### src/rtl/core/apk_pkg.sv
// Shared types and constants for the average precision at k block.
`timescale 1ns / 1ps
package apk_pkg;

  localparam int unsigned ScoreW  = 32;
  localparam int unsigned KW      = 11;
  localparam int unsigned ApW     = 17;
  localparam int unsigned FoundW  = 11;
  localparam int unsigned FracW   = 16;
  localparam logic [ScoreW-1:0] SignFlip = 32'h8000_0000;
  localparam logic [ApW-1:0]    ApOne    = 17'h10000;
  localparam logic [31:0]       SumMax   = 32'hFFFF_FFFF;

  typedef struct packed {
    logic signed [ScoreW-1:0] score;
    logic                     relevant;
    logic                     last_sample;
  } in_t;

  typedef struct packed {
    logic [ApW-1:0]    average_precision;
    logic [FoundW-1:0] relevant_found;
  } out_t;

  typedef enum logic [13:0] {
    ST_IDLE      = 14'b00000000000001,
    ST_SETUP     = 14'b00000000000010,
    ST_RK_READ   = 14'b00000000000100,
    ST_RK_WAIT   = 14'b00000000001000,
    ST_SCAN      = 14'b00000000010000,
    ST_INS_CHK   = 14'b00000000100000,
    ST_INS_CMP   = 14'b00000001000000,
    ST_INS_PUT   = 14'b00000010000000,
    ST_SUM_READ  = 14'b00000100000000,
    ST_SUM_WAIT  = 14'b00001000000000,
    ST_SUM_DIV   = 14'b00010000000000,
    ST_AVG_START = 14'b00100000000000,
    ST_AVG_DIV   = 14'b01000000000000,
    ST_OUT       = 14'b10000000000000
  } state_e;

  // controller to datapath
  typedef struct packed {
    logic load_en;
    logic setup;
    logic zero_res;
    logic rk_read;
    logic rk_latch;
    logic rk_skip;
    logic scan;
    logic ins_init;
    logic ins_read;
    logic ins_shift;
    logic ins_put;
    logic sum_init;
    logic sum_read;
    logic div_term;
    logic sum_acc;
    logic div_avg;
    logic avg_latch;
    logic out_load;
  } cmd_t;

  // datapath to controller
  typedef struct packed {
    logic last_acc;
    logic no_rel;
    logic i_end;
    logic rel_bit;
    logic scan_done;
    logic pos_zero;
    logic gt;
    logic lim_end;
    logic rank_ge_k;
    logic div_done;
    logic out_free;
  } sta_t;

endpackage

### src/rtl/core/apk_ctrl.sv
// Controller: sequences load, ranking, insertion sort, summation and result.
`timescale 1ns / 1ps
module apk_ctrl (
  input  logic          clk_i,
  input  logic          rst_ni,
  input  apk_pkg::sta_t sta_i,
  output apk_pkg::cmd_t cmd_o
);
  import apk_pkg::*;

  state_e state_q, state_d;

  always_ff @(posedge clk_i or negedge rst_ni) begin
    if (!rst_ni) begin
      state_q <= ST_IDLE;
    end else begin
      state_q <= state_d;
    end
  end

  always_comb begin
    state_d = state_q;
    cmd_o   = '0;
    unique case (state_q)
      ST_IDLE: begin
        cmd_o.load_en = 1'b1;
        if (sta_i.last_acc) state_d = ST_SETUP;
      end
      ST_SETUP: begin
        cmd_o.setup = 1'b1;
        if (sta_i.no_rel) begin
          cmd_o.zero_res = 1'b1;
          state_d        = ST_OUT;
        end else begin
          state_d = ST_RK_READ;
        end
      end
      ST_RK_READ: begin
        if (sta_i.i_end) begin
          cmd_o.sum_init = 1'b1;
          state_d        = ST_SUM_READ;
        end else begin
          cmd_o.rk_read = 1'b1;
          state_d       = ST_RK_WAIT;
        end
      end
      ST_RK_WAIT: begin
        if (sta_i.rel_bit) begin
          cmd_o.rk_latch = 1'b1;
          state_d        = ST_SCAN;
        end else begin
          cmd_o.rk_skip = 1'b1;
          state_d       = ST_RK_READ;
        end
      end
      ST_SCAN: begin
        cmd_o.scan = 1'b1;
        if (sta_i.scan_done) begin
          cmd_o.ins_init = 1'b1;
          state_d        = ST_INS_CHK;
        end
      end
      ST_INS_CHK: begin
        if (sta_i.pos_zero) begin
          state_d = ST_INS_PUT;
        end else begin
          cmd_o.ins_read = 1'b1;
          state_d        = ST_INS_CMP;
        end
      end
      ST_INS_CMP: begin
        if (sta_i.gt) begin
          cmd_o.ins_shift = 1'b1;
          state_d         = ST_INS_CHK;
        end else begin
          state_d = ST_INS_PUT;
        end
      end
      ST_INS_PUT: begin
        cmd_o.ins_put = 1'b1;
        state_d       = ST_RK_READ;
      end
      ST_SUM_READ: begin
        if (sta_i.lim_end) begin
          state_d = ST_AVG_START;
        end else begin
          cmd_o.sum_read = 1'b1;
          state_d        = ST_SUM_WAIT;
        end
      end
      ST_SUM_WAIT: begin
        // sorted ranks: the first one past the cut-off ends the sum
        if (sta_i.rank_ge_k) begin
          state_d = ST_AVG_START;
        end else begin
          cmd_o.div_term = 1'b1;
          state_d        = ST_SUM_DIV;
        end
      end
      ST_SUM_DIV: begin
        if (sta_i.div_done) begin
          cmd_o.sum_acc = 1'b1;
          state_d       = ST_SUM_READ;
        end
      end
      ST_AVG_START: begin
        cmd_o.div_avg = 1'b1;
        state_d       = ST_AVG_DIV;
      end
      ST_AVG_DIV: begin
        if (sta_i.div_done) begin
          cmd_o.avg_latch = 1'b1;
          state_d         = ST_OUT;
        end
      end
      ST_OUT: begin
        if (sta_i.out_free) begin
          cmd_o.out_load = 1'b1;
          state_d        = ST_IDLE;
        end
      end
      default: state_d = ST_IDLE;
    endcase
  end

endmodule

### config.mk
export PLATFORM = sky130hd
export DESIGN_NAME = apk_ctrl
export DESIGN_NICKNAME = d
export VERILOG_FILES = /design/src/rtl/core/apk_pkg.sv /design/src/rtl/core/apk_ctrl.sv
export SDC_FILE = /design/constraint.sdc
export NUM_CORES = 1
export LEC_CHECK = 0
export BUFFER_PORTS_ARGS = -buffer_cell sky130_fd_sc_hd__buf_4
export CORE_MARGIN = 5
export CORE_UTILIZATION = 30
export CTS_CLUSTER_SIZE = 28
export DETAILED_ROUTE_END_ITERATION = 8
export GPL_TIMING_DRIVEN = 0
export HOLD_SLACK_MARGIN = 0.08
export PLACE_DENSITY = 0.52
export SYNTH_ARGS = -nofsm -noshare
export SYNTH_HDL_FRONTEND = slang
export SYNTH_SLANG_ARGS = --single-unit
### constraint.sdc
create_clock -name clk_i -period 2.4 [get_ports clk_i]
set_input_delay 0.12 -clock clk_i [delete_from_list [all_inputs] [get_ports clk_i]]
set_output_delay 0.12 -clock clk_i [all_outputs]
set_load 0.05 [all_outputs]
==> results of run 1 <==
==> routing by layer <==
metal,part of all wire,wire [µm],vias to the layer above,track usage
met5,0,0,-,0
met4,0.018,51,0,0.04555
met3,0.049,141,5,0.02180
met2,0.47,1328,24,0.1907
met1,0.47,1328,486,0.1597
li1,-,-,519,-
==> what timing repair did <==
item / CTS / global route
cloned: 0 / 1
resized for setup: 1 / 6
setup buffers: 0 / 0
hold buffers: 6 / 0
endpoints found under the hold margin: 19 / 0
pin swaps: 0 / 5
endpoints found under the setup margin: 4 / 5
==> kinds of logic after synthesis <==
logic type      synth area share
simple gates              0.4767
flops                     0.3357
compound gates           0.08483
buf+inv                  0.06092
xor+xnor                 0.04181
==> power by group <==
part	switching, W	internal (W)	total [W]	leakage, nW
combinational	0.000292	0.000198	0.000490	0.484
sequential	0.0000348	0.000262	0.000297	0.191
clock	0.0000891	0.0000648	0.000154	0.0150
total	0.000416	0.000525	0.000941	0.690
==> layout by cell type (no fill, tap or decap), types with 4 or more instances in the layout <==
master,synthesis,layout
buf_4,1,30
dlygate4sd3_1,0,6
nor4b_1,6,4
nor3b_2,0,4
nor2_1,14,12
and2_1,5,5
nand4_1,4,4
o21ai_0,5,5
nand2_1,6,6
xor2_1,5,5
nand3_1,5,5
dfrtp_1,13,13
nor3_1,8,8
==> worst reg2reg max path: cells and delay by family (launching register included) <==
family,cells,cell delay (ns)
AOI/OAI and AO/OA,1,0.22
buffers and inverters,1,0.18
DFF,1,0.37
and+or+nand+nor,4,1.33
==> area by class of cell <==
class | count | area [µm²] | share of cell area
well taps | 46 | 57.56 | 0.03869
multi-input cells | 93 | 699.4 | 0.4701
flip-flops and latches | 14 | 351.6 | 0.2363
plain buffers | 7 | 52.55 | 0.03532
repair buffers | 36 | 289.0 | 0.1943
inverters | 3 | 11.26 | 0.007569
clock buffers | 4 | 26.28 | 0.01766
==> stage by stage <==
| step | cell area (µm²) | total power [W] | worst slack [ns] | cells |
|---|---|---|---|---|
| floorplan | 1067 | 0.0006437 | -0.006101 | 116 |
| finish | 1488 | 0.0009409 | 0.08659 | 203 |
| global route | 1488 | 0.0009988 | -0.01893 | 203 |
| global placement | 1350 | 0.0007576 | 0.2008 | 192 |
| CTS | 1445 | 0.0009217 | 0.008326 | 202 |
| detailed placement | 1350 | 0.0007599 | 0.1980 | 192 |
==> how the worst max path moves through the flow <==
| stage | end | cells past startpoint |
|---|---|---|
| floorplan | state_q[10] | 4 |
| global placement | cmd_o[9] | 5 |
| CTS | cmd_o[9] | 6 |
| finish | cmd_o[1] | 6 |
| global route | cmd_o[1] | 6 |
| detailed placement | cmd_o[9] | 5 |
==> out/results.ini, run 1 <==
[floorplan]
core-area_mm2 = 0.003363
dieWidth_um = 69.09
rows = 21
ios = 31
dieArea_mm2 = 0.004773
start_util = 0.3114
fp.dieH_um = 69.09

[worst_hold_path]
min_path_cells = 3
hold_path_class = in -> reg
min-delay-start = sta_i[2]
hold_path_end = state_q[11]

[setup_path]
r2r-start = state_q[6]
crit_chain = clkbuf_2, nor4_4, nand4_1, nor3b_2, and2_1, buf_4
worst_setup_path_end_kind = primary output
critPathLaunchType = register
required_ns = 2.28
cp_max_fo = 8
path_class = reg -> out
r2r-end = state_q[0]
crit_family = simple AND/OR/NAND/NOR gates
r2r_cells = 6
slowest_stage = nor4_4
slowest_delay_ns = 0.45
ff2ff_setup_slack_ns = 0.24
crit_arrival_ns = 2.19
cp-startpoint = state_q[6]
path_buf_inv = 2

[sta]
slew_headroom = 0.3794
tns_ns = 0
finClkSkew_ns = 0.005076
max_slew.worst_pin.slew_ns = 0.9074
finalCritPeriodShare = 0.9639
drv_slew = 0
max_clock_freq_mhz = 432.3
whs_ns = 0.1079
setup_viol = 0
post-route-min-period_ns = 2.313
final_hold_viol_count = 0

[grt]
grt_overflow = 0
grt_pass1_vias = 1011
grtUsageTotal = 0.1196
grt_pass1_wl_um = 4774
grt_max_degree = 15
antenna_found_initial = 0

[final_layout]
fin_util = 0.4423
largest_registers = state_q (14)
synthToLayoutAreaGrowth_pct = 42.06
fillers = 361
drive_gt1_frac = 0.3758
num_antenna_cells = 0
largest_reg_flops = 14
regMostFlops = state_q
nets = 171

[power]
ir_drop_mv = 0.6123
p_leak_nw = 0.6899
p_per_area_mw_per_mm2 = 632.4

[synthesis]
ys_ff_latch = 14
netlist_instances = 116
yosysMostFrequentCell = nor2_1
synth_edf_count = 0
synth_nets = 129
synth_top_flop_cell = dfrtp_1
synth_seq_area_share = 0.3357
synth_common_cells = nor2_1, dfrtp_1, nor3_1, nand2_1, nor4b_1
yosys.area.top_type = dfrtp_1
postSynthAreaPerCell_um2 = 9.028
synth_area_leaders = dfrtp_1, nor2_1, nor4b_1
async_reset_ff_frac = 1.000
yosysUniqueCellTypes = 39
synth_warnings = 0
netlist.area_leader.share = 0.3106
synth_area_mm2 = 0.001047

[routing]
via_count = 1034
ant_nets = 0
routed_via_density = 5.094
route.detailed.drc = 0
drtIter0Drc = 34
wire_per_inst_um = 14.03
dr.pass1.iters = 4
drt-total-wl_um = 2849

[clock_network]
cts_buffer_depth = 2
htree_levels = 1
worstSkewPairLatency_ns = 0.30
cts-root-buf = clkbuf_4
numCtsBuffers = 3
cts.sinks = 14
path_clk_slew_ns = 0.09
cts_tree = yes

[place]
io_buffers = 30
hpwl_um = 2068
place_congestion = 0.8286

[run]
cap_violations = 0

[run_status]
status = complete, no violations

No activity file was read; power rests on OpenSTA's default activity.
==> run 2: changes to the inputs <==
- CORE_ASPECT_RATIO: not set -> 1.5
- CTS_CLUSTER_SIZE: 28 -> not set
==> run 2 against run 1 <==
Clock skew down 0.0021 ns; setup slack better by 0.070 ns; wire length about the same; via count up 2.1%; utilization down 0.45 points; worst hold slack worse by 0.022 ns; sequential power about the same; die area up 0.50%; register-to-register slack worse by 0.02 ns; total power up 8.4%; clock power up 55%; largest cell class unchanged.
==> out/results.ini, run 2 (same netlist as run 1, synthesis figures left out) <==
[final_layout]
final_cell_mix = buf_4, nor2_1, dfrtp_1
fin_util = 0.4379  ; -0.004466
drive_gt1_frac = 0.3718  ; -0.004001
final_common_cell = buf_4
regMostFlops = state_q
nets = 170  ; -0.58%
largest_registers = state_q (14)
num_antenna_cells = 0  ; unchanged
synthToLayoutAreaGrowth_pct = 41.46
fillers = 343  ; -5.0%
largest_reg_flops = 14  ; unchanged

[power]
p_per_area_mw_per_mm2 = 688.2  ; +8.8%
power.total_w = 0.001020  ; +8.4%
p_leak_nw = 0.6977  ; +1.1%
ir_drop_mv = 0.5096  ; -17%

[grt]
grtUsageTotal = 0.1223  ; +0.002653
grt_pass1_wl_um = 4629  ; -3.0%
grt_overflow = 0  ; unchanged
antenna_found_initial = 0  ; unchanged
grt_pass1_vias = 1056  ; +4.5%
grt_max_degree = 15  ; unchanged

[worst_hold_path]
hold_path_class = in -> reg
min-delay-start = sta_i[10]

[sta]
max_clock_freq_mhz = 445.7  ; +3.1%
finalCritPeriodShare = 0.9349  ; -0.02906
final_hold_viol_count = 0  ; unchanged
max_slew.worst_pin.slew_ns = 0.9933  ; +0.08595 ns
grt_setup_unrepaired = false
slew_headroom = 0.3207  ; -0.05878
setup_viol = 0  ; unchanged
finClkSkew_ns = 0.002965  ; -0.002111 ns
tns_ns = 0  ; unchanged
drv_slew = 0  ; unchanged
post-route-min-period_ns = 2.244  ; -0.06974 ns
setup_ws_ns = 0.1563  ; +0.06974 ns
whs_ns = 0.08621  ; -0.02166 ns

[setup_path]
ff2ff_setup_slack_ns = 0.22  ; -0.02 ns
critPathLaunchType = register
r2r-end = state_q[0]
r2r_cells = 6  ; unchanged
worst_setup_path_end_kind = primary output
cp_max_fo = 7  ; -1
crit_end = cmd_o[4]
cp-startpoint = state_q[4]
r2r-start = state_q[4]
required_ns = 2.28  ; about the same
crit_arrival_ns = 2.12  ; -0.07 ns
path_class = reg -> out

[clock_network]
worstSkewPairLatency_ns = 0.25  ; -0.05 ns
htree_levels = 1  ; unchanged
cts_buffer_depth = 2  ; unchanged
numCtsBuffers = 3  ; unchanged
path_clk_slew_ns = 0.07  ; -0.02 ns
cts.sinks = 14  ; unchanged
cts-root-buf = clkbuf_8
cts_tree = yes

[floorplan]
rows = 26  ; +24%
dieWidth_um = 58.24  ; -16%
fp.dieH_um = 82.36  ; +19%
start_util = 0.3095  ; -0.001842
ios = 31  ; unchanged
dieArea_mm2 = 0.004797  ; +0.50%
core-area_mm2 = 0.003383  ; +0.59%

[routing]
routed_via_density = 5.333  ; +4.7%
wire_per_inst_um = 14.38  ; +2.5%
dr.pass1.iters = 5  ; +1
via_count = 1056  ; +2.1%
drtIter0Drc = 46  ; +35%
ant_nets = 0  ; unchanged
drt-total-wl_um = 2848  ; about the same
route.detailed.drc = 0  ; unchanged

[place]
hpwl_um = 2104  ; +1.7%
dp_slack_ns = 0.2093  ; +0.01125 ns
place_congestion = 0.8340  ; +0.65%
io_buffers = 30  ; unchanged

[run]
cap_violations = 0  ; unchanged

[run_status]
status = complete, no violations

## run 2: routing by layer
layer  part of all wire  global-route usage  vias up
met5                  0                   0        -
met4              0.014             0.04408        0
met3              0.044             0.01866        4
met2               0.52              0.2251       27
met1               0.42              0.1411      512
li1                   -                   -      513
## run 2: how the worst min path moves through the flow
stage	endpoint	slack, ns	cells after the start
detailed placement	state_q[6]	-0.01	1
finish	state_q[1]	0.09	2
floorplan	state_q[10]	-0.18	0
global placement	state_q[4]	-0.01	1
global route	state_q[1]	0.10	2
CTS	state_q[1]	0.09	2
## run 2: per-stage QoR
stage	instance area [µm²]	cells
after floorplan	1067	116
after global placement	1345	188
after detailed placement	1345	188
after CTS	1459	197
after global routing	1481	198
final	1481	198
## run 2: critical path, cell delays in order, from the launching register on
cell and delay [ns]:
dfrtp_1 0.36, clkbuf_2 0.18, nor4_4 0.46, nand3_1 0.27, nor4b_2 0.35, buf_4 0.26
## run 2: timing repair
item                                    CTS  global route
cloned                                    0             1
hold buffers                              5             0
resized for setup                         1             2
endpoints found under the setup margin    2             3
setup buffers                             0             0
endpoints found under the hold margin    18             0
pin swaps                                 0             2
## run 2: power breakdown
part | total [W] | internal [W] | switching (W)
sequential | 0.000297 | 0.000263 | 0.0000347
combinational | 0.000484 | 0.000196 | 0.000288
clock | 0.000238 | 0.000145 | 0.0000926
total | 0.00102 | 0.000604 | 0.000415
## run 2: cell type report
| type | instances | area [µm²] | share of cell area |
|---|---|---|---|
| multi-input combinational | 93 | 683.2 | 0.4611 |
| buffer | 7 | 52.55 | 0.03547 |
| timing repair buffer | 35 | 275.3 | 0.1858 |
| sequential | 14 | 351.6 | 0.2373 |
| tap | 42 | 52.55 | 0.03547 |
| clock buffer | 4 | 55.05 | 0.03716 |
| inverter | 3 | 11.26 | 0.007601 |
